$ cat src/design/generational_handle_table_top_assert.svh
// Assertion helpers shared by the handle table modules.
// Each macro expects clk and rst_n to be visible where it is used.
`ifndef GENERATIONAL_HANDLE_TABLE_TOP_ASSERT_SVH
`define GENERATIONAL_HANDLE_TABLE_TOP_ASSERT_SVH

// Same-cycle implication, checked only out of reset.
`define GHT_ASSERT_IMPL(lbl, ante, cons, msg) \
    lbl: assert property (@(posedge clk) disable iff (!rst_n) (ante) |-> (cons)) \
        else $error(msg);

// Next-cycle implication, checked only out of reset.
`define GHT_ASSERT_NEXT(lbl, ante, cons, msg) \
    lbl: assert property (@(posedge clk) disable iff (!rst_n) (ante) |=> (cons)) \
        else $error(msg);

`endif

$ cat src/design/ght_pkg.sv
package ght_pkg;

    // Request type codes.
    localparam logic [2:0] OP_OPEN   = 3'd0;
    localparam logic [2:0] OP_CLOSE  = 3'd1;
    localparam logic [2:0] OP_ADD    = 3'd2;
    localparam logic [2:0] OP_REMOVE = 3'd3;
    localparam logic [2:0] OP_QUERY  = 3'd4;

    localparam int MOUNT_W = 32;
    localparam int INDEX_W = 16;

    // One incoming request.
    typedef struct packed {
        logic [2:0]                req_type;
        logic signed [INDEX_W-1:0] parent_index;
        logic signed [INDEX_W-1:0] child_index;
    } ght_req_t;

    // One result.
    typedef struct packed {
        logic                      accepted;
        logic                      child_valid;
        logic signed [INDEX_W-1:0] child_parent;
    } ght_rsp_t;

    // Child slot word as kept in the child memory.
    typedef struct packed {
        logic               live;
        logic [INDEX_W-1:0] parent;
        logic [MOUNT_W-1:0] mount;
    } ght_child_t;

    localparam int CHILD_W = $bits(ght_child_t);

    // Controller states.
    typedef enum logic [1:0] {
        ST_CLEAR,
        ST_IDLE,
        ST_EXEC,
        ST_CHECK
    } ght_state_t;

    // Commands from the controller to the datapath.
    typedef struct packed {
        logic clear;
        logic accept;
        logic exec;
        logic check;
    } ght_ctl_t;

    // Status from the datapath to the controller.
    typedef struct packed {
        logic clear_last;
        logic need_check;
    } ght_sts_t;

endpackage

$ cat src/design/ght_ctrl.sv
module ght_ctrl (
    input  logic              clk,
    input  logic              rst_n,
    input  logic              start,
    input  ght_pkg::ght_sts_t sts,
    output ght_pkg::ght_ctl_t ctl,
    output logic              busy
);
    import ght_pkg::*;
    `include "generational_handle_table_top_assert.svh"

    ght_state_t state_reg;
    ght_state_t state_next;

    // State register; reset starts the clearing pass.
    always_ff @(posedge clk or negedge rst_n)
    begin
        if (!rst_n)
        begin
            state_reg <= ST_CLEAR;
        end
        else
        begin
            state_reg <= state_next;
        end
    end

    // Next state.
    always_comb
    begin
        state_next = state_reg;
        unique case (state_reg)
            ST_CLEAR:
            begin
                if (sts.clear_last)
                begin
                    state_next = ST_IDLE;
                end
            end
            ST_IDLE:
            begin
                if (start)
                begin
                    state_next = ST_EXEC;
                end
            end
            ST_EXEC:
            begin
                state_next = sts.need_check ? ST_CHECK : ST_IDLE;
            end
            ST_CHECK:
            begin
                state_next = ST_IDLE;
            end
            default:
            begin
                state_next = ST_IDLE;
            end
        endcase
    end

    // Commands to the datapath.
    always_comb
    begin
        ctl        = '0;
        busy       = 1'b1;
        unique case (state_reg)
            ST_CLEAR:
            begin
                ctl.clear = 1'b1;
            end
            ST_IDLE:
            begin
                busy       = 1'b0;
                ctl.accept = start;
            end
            ST_EXEC:
            begin
                ctl.exec = 1'b1;
            end
            ST_CHECK:
            begin
                ctl.check = 1'b1;
            end
            default:
            begin
                busy = 1'b1;
            end
        endcase
    end

    // The parent compare always follows the child lookup, and the clearing
    // pass runs only once after reset.
    `GHT_ASSERT_IMPL(a_check_after_exec, state_reg == ST_CHECK, $past(state_reg) == ST_EXEC, "check without lookup")
    `GHT_ASSERT_NEXT(a_clear_once, state_reg != ST_CLEAR, state_reg != ST_CLEAR, "clearing pass restarted")

endmodule

$ cat config.mk
export PLATFORM = sky130hd
export DESIGN_NAME = ght_ctrl
export DESIGN_NICKNAME = d
export VERILOG_FILES = /design/src/design/ght_pkg.sv /design/src/design/ght_ctrl.sv
export VERILOG_INCLUDE_DIRS = /design/src /design/src/design
export SDC_FILE = /design/constraint.sdc
export NUM_CORES = 1
export LEC_CHECK = 0
export BUFFER_PORTS_ARGS = -buffer_cell sky130_fd_sc_hd__buf_2
export CORE_AREA = 2 2 39 41
export CTS_CLUSTER_DIAMETER = 150
export CTS_CLUSTER_SIZE = 12
export DETAILED_ROUTE_END_ITERATION = 8
export DIE_AREA = 0 0 41 43
export GPL_TIMING_DRIVEN = 0
export SETUP_SLACK_MARGIN = 0.02
export SLEW_MARGIN = 40
export SYNTH_ARGS = -nofsm -noshare
export SYNTH_HDL_FRONTEND = slang
export SYNTH_SLANG_ARGS = --single-unit
$ cat constraint.sdc
create_clock -name clk -period 1.39 [get_ports clk]
set_input_delay 0 -clock clk [delete_from_list [all_inputs] [get_ports clk]]
set_output_delay 0 -clock clk [all_outputs]
set_load 0.05 [all_outputs]
==> impl_metrics.csv, run 1 <==
group,metric,value,unit
placed_design,portBuffers,9,
floorplanning,io_pins,10,
sta,maxSlewViolCount,0,
cts,clk_path_buf_depth,2,
detailed_routing,vias,166,
sta,worst_slack,112,ps
cts,cts_max_level,1,
synth,synth_seq_cells,2,
synth,yosysSeqAreaShare,29.0,%
worst_setup_path,slowest_stage,"dfrtp_1",
synth,synth.net_count,27,
grt,antenna_found_initial,0,
worst_setup_path,startpoint_type,"flip-flop",
worst_setup_path,regToRegEndpoint,"state_reg[1]",
detailed_routing,ant_nets,0,
layout,drive_gt1_share,54.8,%
layout,syn2layout_area_growth,70.3,%
worst_setup_path,reg2regPathDepth,5,
sta,tightest_slew,249,ps
sta,setup_viol,0,
worst_setup_path,crit_chain,"inv_1 -> ha_4 -> inv_1 -> nor2_2 -> buf_6",
layout,postLayoutCoreUtil,21.2,%
sta,fin_skew,5.37,ps
grt,gr-usage-all-layers,6.22,%
worst_setup_path,cp_num_buf_inv,3,
cts,cts_tree,"yes",
worst_setup_path,criticalPathCategory,"flip-flop to primary output",
detailed_routing,wire_per_inst,8.64,µm
cts,post_cts_buffers,0,
layout,largest_reg_flops,2,
grt,grt_max_degree,5,
cts,cts_made_buffers,3,
synth,netlist_area,173,µm²
placed_design,place_hpwl,307,µm
worst_setup_path,cp_common_cell,"inv_1",
cts,worstSkewPairLatency,220,ps
floorplanning,rows,14,
run_status,outcome,"finished, final reports clean",
cts,cts_root_buffer,"clkbuf_4",
worst_setup_path,path_depth,5,
grt,overflow,0,
detailed_routing,routed_wl,406,µm
detailed_routing,drc,0,
worst_setup_path,crit_arrival,1280,ps
worst_setup_path,crit_path_max_incr_delay,390,ps
layout,final_area,294,µm²
synth,syn_area_per_cell,9.59,µm²
sta,period_needed,1280,ps
floorplanning,die-area,1760,µm²
cts,clkTransAtPathRegs,30,ps
placed_design,place_area,243,µm²
worst_setup_path,r2r_slack,170,ps
placed_design,place.gp.congestion,0.645,
floorplanning,die_w,41,µm
worst_setup_path,cp.required,1390,ps
detailed_routing,dr.pass1.iters,4,
worst_setup_path,reg2reg_from,"state_reg[0]",
detailed_routing,viasPerCell,3.53,
floorplanning,core-area,1380,µm²
job,max_cap_viol_count,0,
worst_setup_path,critical_path.max_fanout,4,
detailed_routing,drt_iter0_markers,1,
synth,synthDistinctLibCells,10,
sta,hold_violations,0,
synth,syn_inst,18,
sta,maxSlewHeadroom,83.5,%
sta,grt_setup_unrepaired,"no",
floorplanning,start_util,12.5,%
layout,fin_nets,42,
floorplanning,die-height,43,µm
grt,grt_pass1_wl,579,µm
sta,fin_setup_tns,0,ps
layout,diodes,0,
grt,grt_pass1_vias,165,
worst_hold_path,min_path_type,"primary input to asynchronous set/reset pin",
sta,finalCritPeriodShare,92.0,%
worst_setup_path,critPathTopFamily,"flip-flops",
synth,ys_warn_count,0,
cts,clock-sinks,2,
placed_design,dp_slack,215,ps
worst_setup_path,end_kind,"primary output",
sta,clock.fmax,0.782,GHz
-- per-stage QoR --
stage / hold WS, ps / instances
after floorplan: -296 / 18
after global placement: -215 / 43
after detailed placement: -215 / 43
after CTS: 89.4 / 47
after global routing: 87.0 / 47
final: 86.3 / 47
-- repair_timing --
item	4_1_cts	5_1_grt
hold buffers	1	0
resized for setup	2	2
hold endpoints to repair	2	0
setup endpoints to repair	1	1
cloned	0	0
-- Yosys cell counts (all sizes together) --
cell   count  area, µm²
ha         4       50.1
inv        4       15.0
dfrtp      2       50.1
o21ai      2       10.0
a21o       1       7.51
a21oi      1       8.76
mux2i      1       10.0
nand2      1       3.75
nor2       1       3.75
nor2b      1       13.8
-- worst max-delay path by stage --
| stage | from | endpoint | slack (ps) |
|---|---|---|---|
| 3_5_place_dp | state_reg[1] | ctl[2] | 220 |
| 4_1_cts | state_reg[1] | ctl[2] | 50 |
| 6_report | state_reg[1] | ctl[2] | 110 |
| 3_3_place_gp | state_reg[0] | state_reg[1] | 240 |
| 2_1_floorplan | state_reg[1] | ctl[2] | -30 |
| 5_1_grt | state_reg[1] | ctl[2] | 40 |
-- worst reg2reg max path, stage by stage (launching register included) --
cell	delay [ps]
dfrtp_1	430
inv_1	100
ha_2	190
nor2b_4	130
a21oi_2	110
mux2i_1	190
-- metal layers --
layer	global-route usage [%]	part of all wire, %	up-vias	wire [µm]
li1	-	-	83	-
met1	3.53	35	76	143
met2	8.44	56	7	228
met4	10.0	0	0	0
met5	0	0	-	0
met3	4.71	8.4	0	34
-- layout by cell type, fill, tap and decap left out --
cell,count
dlygate4sd3_1,1
a21o_1,1
inv_1,4
nor2b_4,1
ha_1,2
o21ai_0,2
nand2_1,1
buf_6,1
a21oi_2,1
clkbuf_4,3
buf_2,8
ha_2,1
mux2i_1,1
nor2_2,1
ha_4,1
dfrtp_1,2
-- cell type report --
cell class | instances | area, µm²
inverters | 4 | 15.0
fillers | 160 | 1090
flip-flops and latches | 2 | 50.0
well taps | 16 | 20.0
multi-input cells | 12 | 125
clock buffers | 3 | 22.5
repair buffers | 10 | 61.3
-- cells by family after synthesis --
kind of cell | share of synthesized area [%]
buffers and inverters | 8.69
flip-flops | 29.0
AND/OR/NAND/NOR | 12.3
AO/OA/AOI/OAI | 15.2
adder cells (fa/ha/maj) | 29.0
multiplexers | 5.80
Power of run 1 is left out: the tool's default activity adds up to more than one toggle a clock period on the data nets, which glitch-free logic cannot reach.
==> run 2, diff against run 1 <==
--- a/config.mk
+++ b/config.mk
@@ -6,13 +6,14 @@
 export SDC_FILE = /design/constraint.sdc
 export NUM_CORES = 1
 export LEC_CHECK = 0
-export BUFFER_PORTS_ARGS = -buffer_cell sky130_fd_sc_hd__buf_2
+export BUFFER_PORTS_ARGS = -buffer_cell sky130_fd_sc_hd__clkbuf_2
 export CORE_AREA = 2 2 39 41
 export CTS_CLUSTER_DIAMETER = 150
 export CTS_CLUSTER_SIZE = 12
 export DETAILED_ROUTE_END_ITERATION = 8
 export DIE_AREA = 0 0 41 43
 export GPL_TIMING_DRIVEN = 0
+export RECOVER_POWER = 100
 export SETUP_SLACK_MARGIN = 0.02
 export SLEW_MARGIN = 40
 export SYNTH_ARGS = -nofsm -noshare
==> run 2 against run 1 <==
Global-route usage shrank 0.30 points. Largest cell class unchanged. Clock skew fell by 5.1 ps. Die area unchanged. Critical path depth is the same. Register-to-register slack lost 50 ps. Sequential cell count unchanged. Sequential share of layout area grew 0.52 points. Non-clock buffer count unchanged. Routed wire length is 11% lower. Core utilization fell by 0.63 points. Final area shrank 3.0%. Final cell count unchanged. Highest routed layer unchanged.
==> impl_metrics.csv, run 2 (synthesized netlist as in run 1, its figures left out) <==
group,metric,value,unit
placed_design,portBuffers,9,
sta,setup_viol,0,
floorplanning,io_pins,10,
placed_design,place.gp.congestion,0.645,
cts,post_cts_buffers,0,
worst_setup_path,worstSetupEndpoint,"state_reg[1]",
grt,overflow,0,
sta,maxSlewHeadroom,81.5,%
worst_setup_path,critical_path.max_fanout,4,
detailed_routing,wire_per_inst,7.66,µm
sta,worst_slack,124,ps
cts,cts_root_buffer,"clkbuf_4",
detailed_routing,drc,0,
cts,clock-sinks,2,
cts,cts_max_level,1,
sta,period_needed,1270,ps
detailed_routing,ant_nets,0,
sta,hold_violations,0,
layout,fin_nets,42,
detailed_routing,vias,162,
worst_hold_path,min_path_type,"primary input to asynchronous set/reset pin",
floorplanning,rows,14,
cts,clk_path_buf_depth,2,
worst_setup_path,crit_arrival,1410,ps
sta,maxSlewViolCount,0,
floorplanning,die-height,43,µm
detailed_routing,routed_wl,360,µm
run_status,outcome,"finished, final reports clean",
floorplanning,die-area,1760,µm²
worst_setup_path,criticalPathCategory,"flip-flop to flip-flop",
worst_setup_path,regToRegEndpoint,"state_reg[1]",
sta,grt_setup_unrepaired,"no",
worst_setup_path,cp.required,1530,ps
layout,diodes,0,
worst_setup_path,reg2regPathDepth,5,
cts,clkTransAtPathRegs,30,ps
floorplanning,die_w,41,µm
layout,largest_reg_flops,2,
cts,cts_tree,"yes",
layout,final_common_cell,"clkbuf_2",
sta,clock.fmax,0.790,GHz
cts,worstSkewPairLatency,220,ps
worst_setup_path,reg2reg_from,"state_reg[0]",
worst_setup_path,startpoint,"state_reg[0]",
grt,antenna_found_initial,0,
worst_setup_path,r2r_slack,120,ps
detailed_routing,dr.pass1.iters,2,
grt,grt_pass1_vias,182,
placed_design,dp_slack,213,ps
layout,final_cell_mix,"7 x clkbuf_2, 4 x inv_1, 3 x clkbuf_4",
grt,gr-usage-all-layers,5.92,%
sta,tightest_slew,278,ps
floorplanning,core-area,1380,µm²
detailed_routing,drt_iter0_markers,1,
layout,syn2layout_area_growth,65.2,%
cts,cts_made_buffers,3,
layout,drive_gt1_share,48.4,%
grt,grt_max_degree,5,
sta,holdWs,85.1,ps
worst_setup_path,startpoint_type,"flip-flop",
sta,fin_skew,0.224,ps
job,max_cap_viol_count,0,
floorplanning,start_util,12.5,%
sta,fin_setup_tns,0,ps
worst_setup_path,end_kind,"flip-flop",
detailed_routing,viasPerCell,3.45,
placed_design,place_hpwl,283,µm
layout,fill_cells,158,
sta,finalCritPeriodShare,91.1,%
grt,grt_pass1_wl,614,µm
run 2: cell count changes in the layout (fill, tap and decap cells not counted):
cell,change
a21oi_1,+1
a21oi_2,-1
buf_2,-8
buf_4,+1
buf_6,-1
clkbuf_1,+1
clkbuf_2,+7
run 2: final cells by class:
class / count / area, µm² / area share [%]
Tap cell: 16 / 20.0 / 7.02
Timing Repair Buffer: 10 / 56.3 / 19.7
Sequential cell: 2 / 50.0 / 17.5
Multi-Input combinational cell: 12 / 121 / 42.5
Clock buffer: 3 / 22.5 / 7.89
Inverter: 4 / 15.0 / 5.26
run 2: worst min-delay path by stage:
stage | start | end | slack [ps] | depth (start not counted)
final | rst_n | state_reg[0] | 90 | 2
after global routing | rst_n | state_reg[0] | 90 | 2
after CTS | sts[1] | state_reg[0] | 80 | 3
after detailed placement | rst_n | state_reg[1] | -210 | 1
after global placement | rst_n | state_reg[0] | -210 | 1
after floorplan | rst_n | state_reg[0] | -300 | 0
run 2: what timing repair did:
item                                   CTS  global route
endpoints found under the hold margin    2             0
setup endpoints to repair                1             1
hold buffers                             1             0
resized for setup                        2             3
run 2: per-stage QoR:
step | utilization [%] | instances | area (µm²)
after floorplan | - | 18 | 178
after global placement | 17.5 | 43 | 243
after detailed placement | 17.5 | 43 | 243
after CTS | 20.3 | 47 | 280
after global routing | 20.6 | 47 | 285
final | 20.6 | 47 | 285
run 2: worst max-delay path, cell delays in order, from the launching register on:
cell	delay (ps)
dfrtp_1	420
inv_1	90
ha_2	190
nor2b_4	120
a21oi_1	160
mux2i_1	200
run 2: metal layers:
metal  vias to the layer above  GRT usage (%)  share of wire [%]
met5                         -              0                  0
met4                         0           10.0                  0
met3                         0           1.57                8.3
met2                         7           7.50                 51
met1                        73           5.45                 40
li1                         82              -                  -
Power of run 2 is left out for the same reason.
==> run 3, diff against run 2 <==
--- a/config.mk
+++ b/config.mk
@@ -6,7 +6,7 @@
 export SDC_FILE = /design/constraint.sdc
 export NUM_CORES = 1
 export LEC_CHECK = 0
-export BUFFER_PORTS_ARGS = -buffer_cell sky130_fd_sc_hd__clkbuf_2
+export BUFFER_PORTS_ARGS = -buffer_cell sky130_fd_sc_hd__buf_4
 export CORE_AREA = 2 2 39 41
 export CTS_CLUSTER_DIAMETER = 150
 export CTS_CLUSTER_SIZE = 12
==> run 3 against run 2 <==
Non-clock buffer count unchanged. Maximum frequency increased by 0.69%. Sequential cell count unchanged. Core utilization increased by 1.1 points. Critical path depth unchanged. Final cell count unchanged. Register-to-register slack improved by 30 ps. Final area increased by 5.3%. Hold slack got worse by 1.0 ps. Global-route usage increased by 0.21 points. Via count decreased by 6.8%. Critical path type is now flip-flop to primary output.
==> impl_metrics.csv, run 3 (synthesized netlist as in run 1, its figures left out) <==
group,metric,value,unit
grt,grt_max_degree,5,
sta,fin_skew,3.53,ps
sta,hold_violations,0,
floorplanning,start_util,12.5,%
worst_setup_path,r2r_slack,150,ps
worst_setup_path,end_kind,"primary output",
grt,antenna_found_initial,0,
cts,worstSkewPairLatency,230,ps
detailed_routing,drc,0,
layout,final_cell_mix,"4 x inv_1, 4 x buf_4, 3 x ha_1, 3 x clkbuf_4, 3 x clkbuf_2",
detailed_routing,vias,151,
detailed_routing,drt_iter0_markers,3,
cts,cts_made_buffers,3,
worst_setup_path,reg2reg_from,"state_reg[0]",
worst_setup_path,cp_common_cell,"inv_1",
power,p_leak,0.162,nW
cts,cts_root_buffer,"clkbuf_4",
grt,grt_pass1_wl,586,µm
floorplanning,rows,14,
sta,finalCritPeriodShare,90.5,%
placed_design,place_hpwl,290,µm
sta,grt_setup_unrepaired,"no",
sta,worst_slack,132,ps
grt,grt_pass1_vias,150,
sta,maxSlewHeadroom,81.6,%
cts,cts_max_level,1,
layout,postLayoutCoreUtil,21.7,%
worst_hold_path,min_from,"sts[1]",
worst_setup_path,crit_path_max_incr_delay,390,ps
worst_setup_path,cp.required,1390,ps
floorplanning,die_w,41,µm
layout,largest_reg_flops,2,
layout,fill_cells,160,
placed_design,dp.cells,43,
detailed_routing,wire_per_inst,8.26,µm
detailed_routing,viasPerCell,3.21,
worst_setup_path,crit_chain,"inv_1 -> ha_4 -> inv_1 -> nor2_2 -> buf_6",
sta,period_needed,1260,ps
detailed_routing,ant_nets,0,
detailed_routing,dr.pass1.iters,3,
placed_design,place_area,265,µm²
cts,post_cts_buffers,0,
placed_design,portBuffers,9,
layout,fin_nets,42,
sta,setup_viol,0,
placed_design,place.gp.congestion,0.646,
layout,multi_input_area,123,µm²
cts,clock-sinks,2,
floorplanning,die-height,43,µm
placed_design,dp_slack,211,ps
worst_setup_path,reg2regPathDepth,5,
layout,diodes,0,
worst_hold_path,min_path_type,"primary input to flip-flop",
cts,cts_tree,"yes",
worst_setup_path,slowest_stage,"dfrtp_1",
worst_hold_path,hold_depth,3,
worst_setup_path,criticalPathCategory,"flip-flop to primary output",
worst_setup_path,crit_arrival,1260,ps
floorplanning,io_pins,10,
layout,drive_gt1_share,48.4,%
layout,layout.cells.non_filler,47,
cts,clkTransAtPathRegs,30,ps
layout,syn2layout_area_growth,73.9,%
layout,register_area,50.0,µm²
floorplanning,die-area,1760,µm²
sta,tightest_slew,278,ps
grt,overflow,0,
run_status,outcome,"finished, final reports clean",
worst_setup_path,startpoint_type,"flip-flop",
detailed_routing,routed_wl,388,µm
worst_setup_path,regToRegEndpoint,"state_reg[1]",
power,powerDensity,2640,nW/µm²
layout,final_area,300,µm²
sta,holdWs,84.1,ps
sta,maxSlewViolCount,0,
floorplanning,core-area,1380,µm²
worst_setup_path,critical_path.max_fanout,4,
job,max_cap_viol_count,0,
worst_hold_path,min_to,"state_reg[0]",
cts,clk_path_buf_depth,2,
sta,clock.fmax,0.795,GHz
grt,gr-usage-all-layers,6.12,%
power,ir_worst_vdd,0.809,mV
run 3: changes by cell type in the layout (fill, tap and decap cells not counted):
cell / delta
a21oi_2: +1
buf_6: +1
buf_4: +3
a21oi_1: -1
clkbuf_2: -4
ha_2: -1
ha_1: +1
run 3: worst max-delay path by stage:
stage,slack [ps],cells after the start,end,startpoint
after floorplan,-30,4,ctl[2],state_reg[1]
after global placement,240,5,state_reg[1],state_reg[0]
after detailed placement,210,5,state_reg[1],state_reg[0]
after CTS,50,5,ctl[2],state_reg[1]
after global routing,30,5,state_reg[1],state_reg[0]
final,130,5,ctl[2],state_reg[1]
run 3: timing repair:
item	4_1_cts	5_1_grt
gates resized for setup	1	2
setup endpoints to repair	1	1
hold endpoints to repair	2	0
hold buffers	1	0
run 3: metrics by stage:
stage	power, mW	TNS (ps)
CTS	0.806	0
finish	0.793	0
global placement	0.644	0
floorplan	0.531	-25.3
detailed placement	0.655	0
global route	0.857	0
run 3: worst max-delay path, delay by kind of cell (launching register included):
family,cells,cell delay [ps]
simple gates,1,110
buf+inv,3,360
fa+ha+maj,1,170
flops,1,390
run 3: metal layers:
| metal | up-vias | share of wire (%) | track usage [%] |
|---|---|---|---|
| met3 | 0 | 9.5 | 5.24 |
| met1 | 62 | 37 | 4.82 |
| met4 | 0 | 0 | 10.0 |
| li1 | 82 | - | - |
| met5 | - | 0 | 0 |
| met2 | 7 | 53 | 6.56 |
run 3: final cells by class:
cell class,count,share of cell area [%]
Clock buffer,3,7.50
Inverter,4,5.00
Multi-Input combinational cell,12,40.8
Sequential cell,2,16.7
Tap cell,16,6.67
Timing Repair Buffer,10,23.3
run 3: power breakdown:
part / switching [mW] / internal, mW / leakage (nW) / total, mW
sequential: 0.0316 / 0.0864 / 0.0235 / 0.118
combinational: 0.359 / 0.183 / 0.124 / 0.542
clock: 0.0370 / 0.0956 / 0.0138 / 0.133
total: 0.427 / 0.365 / 0.162 / 0.793
Note: power is estimated with default switching activity, not from simulation.
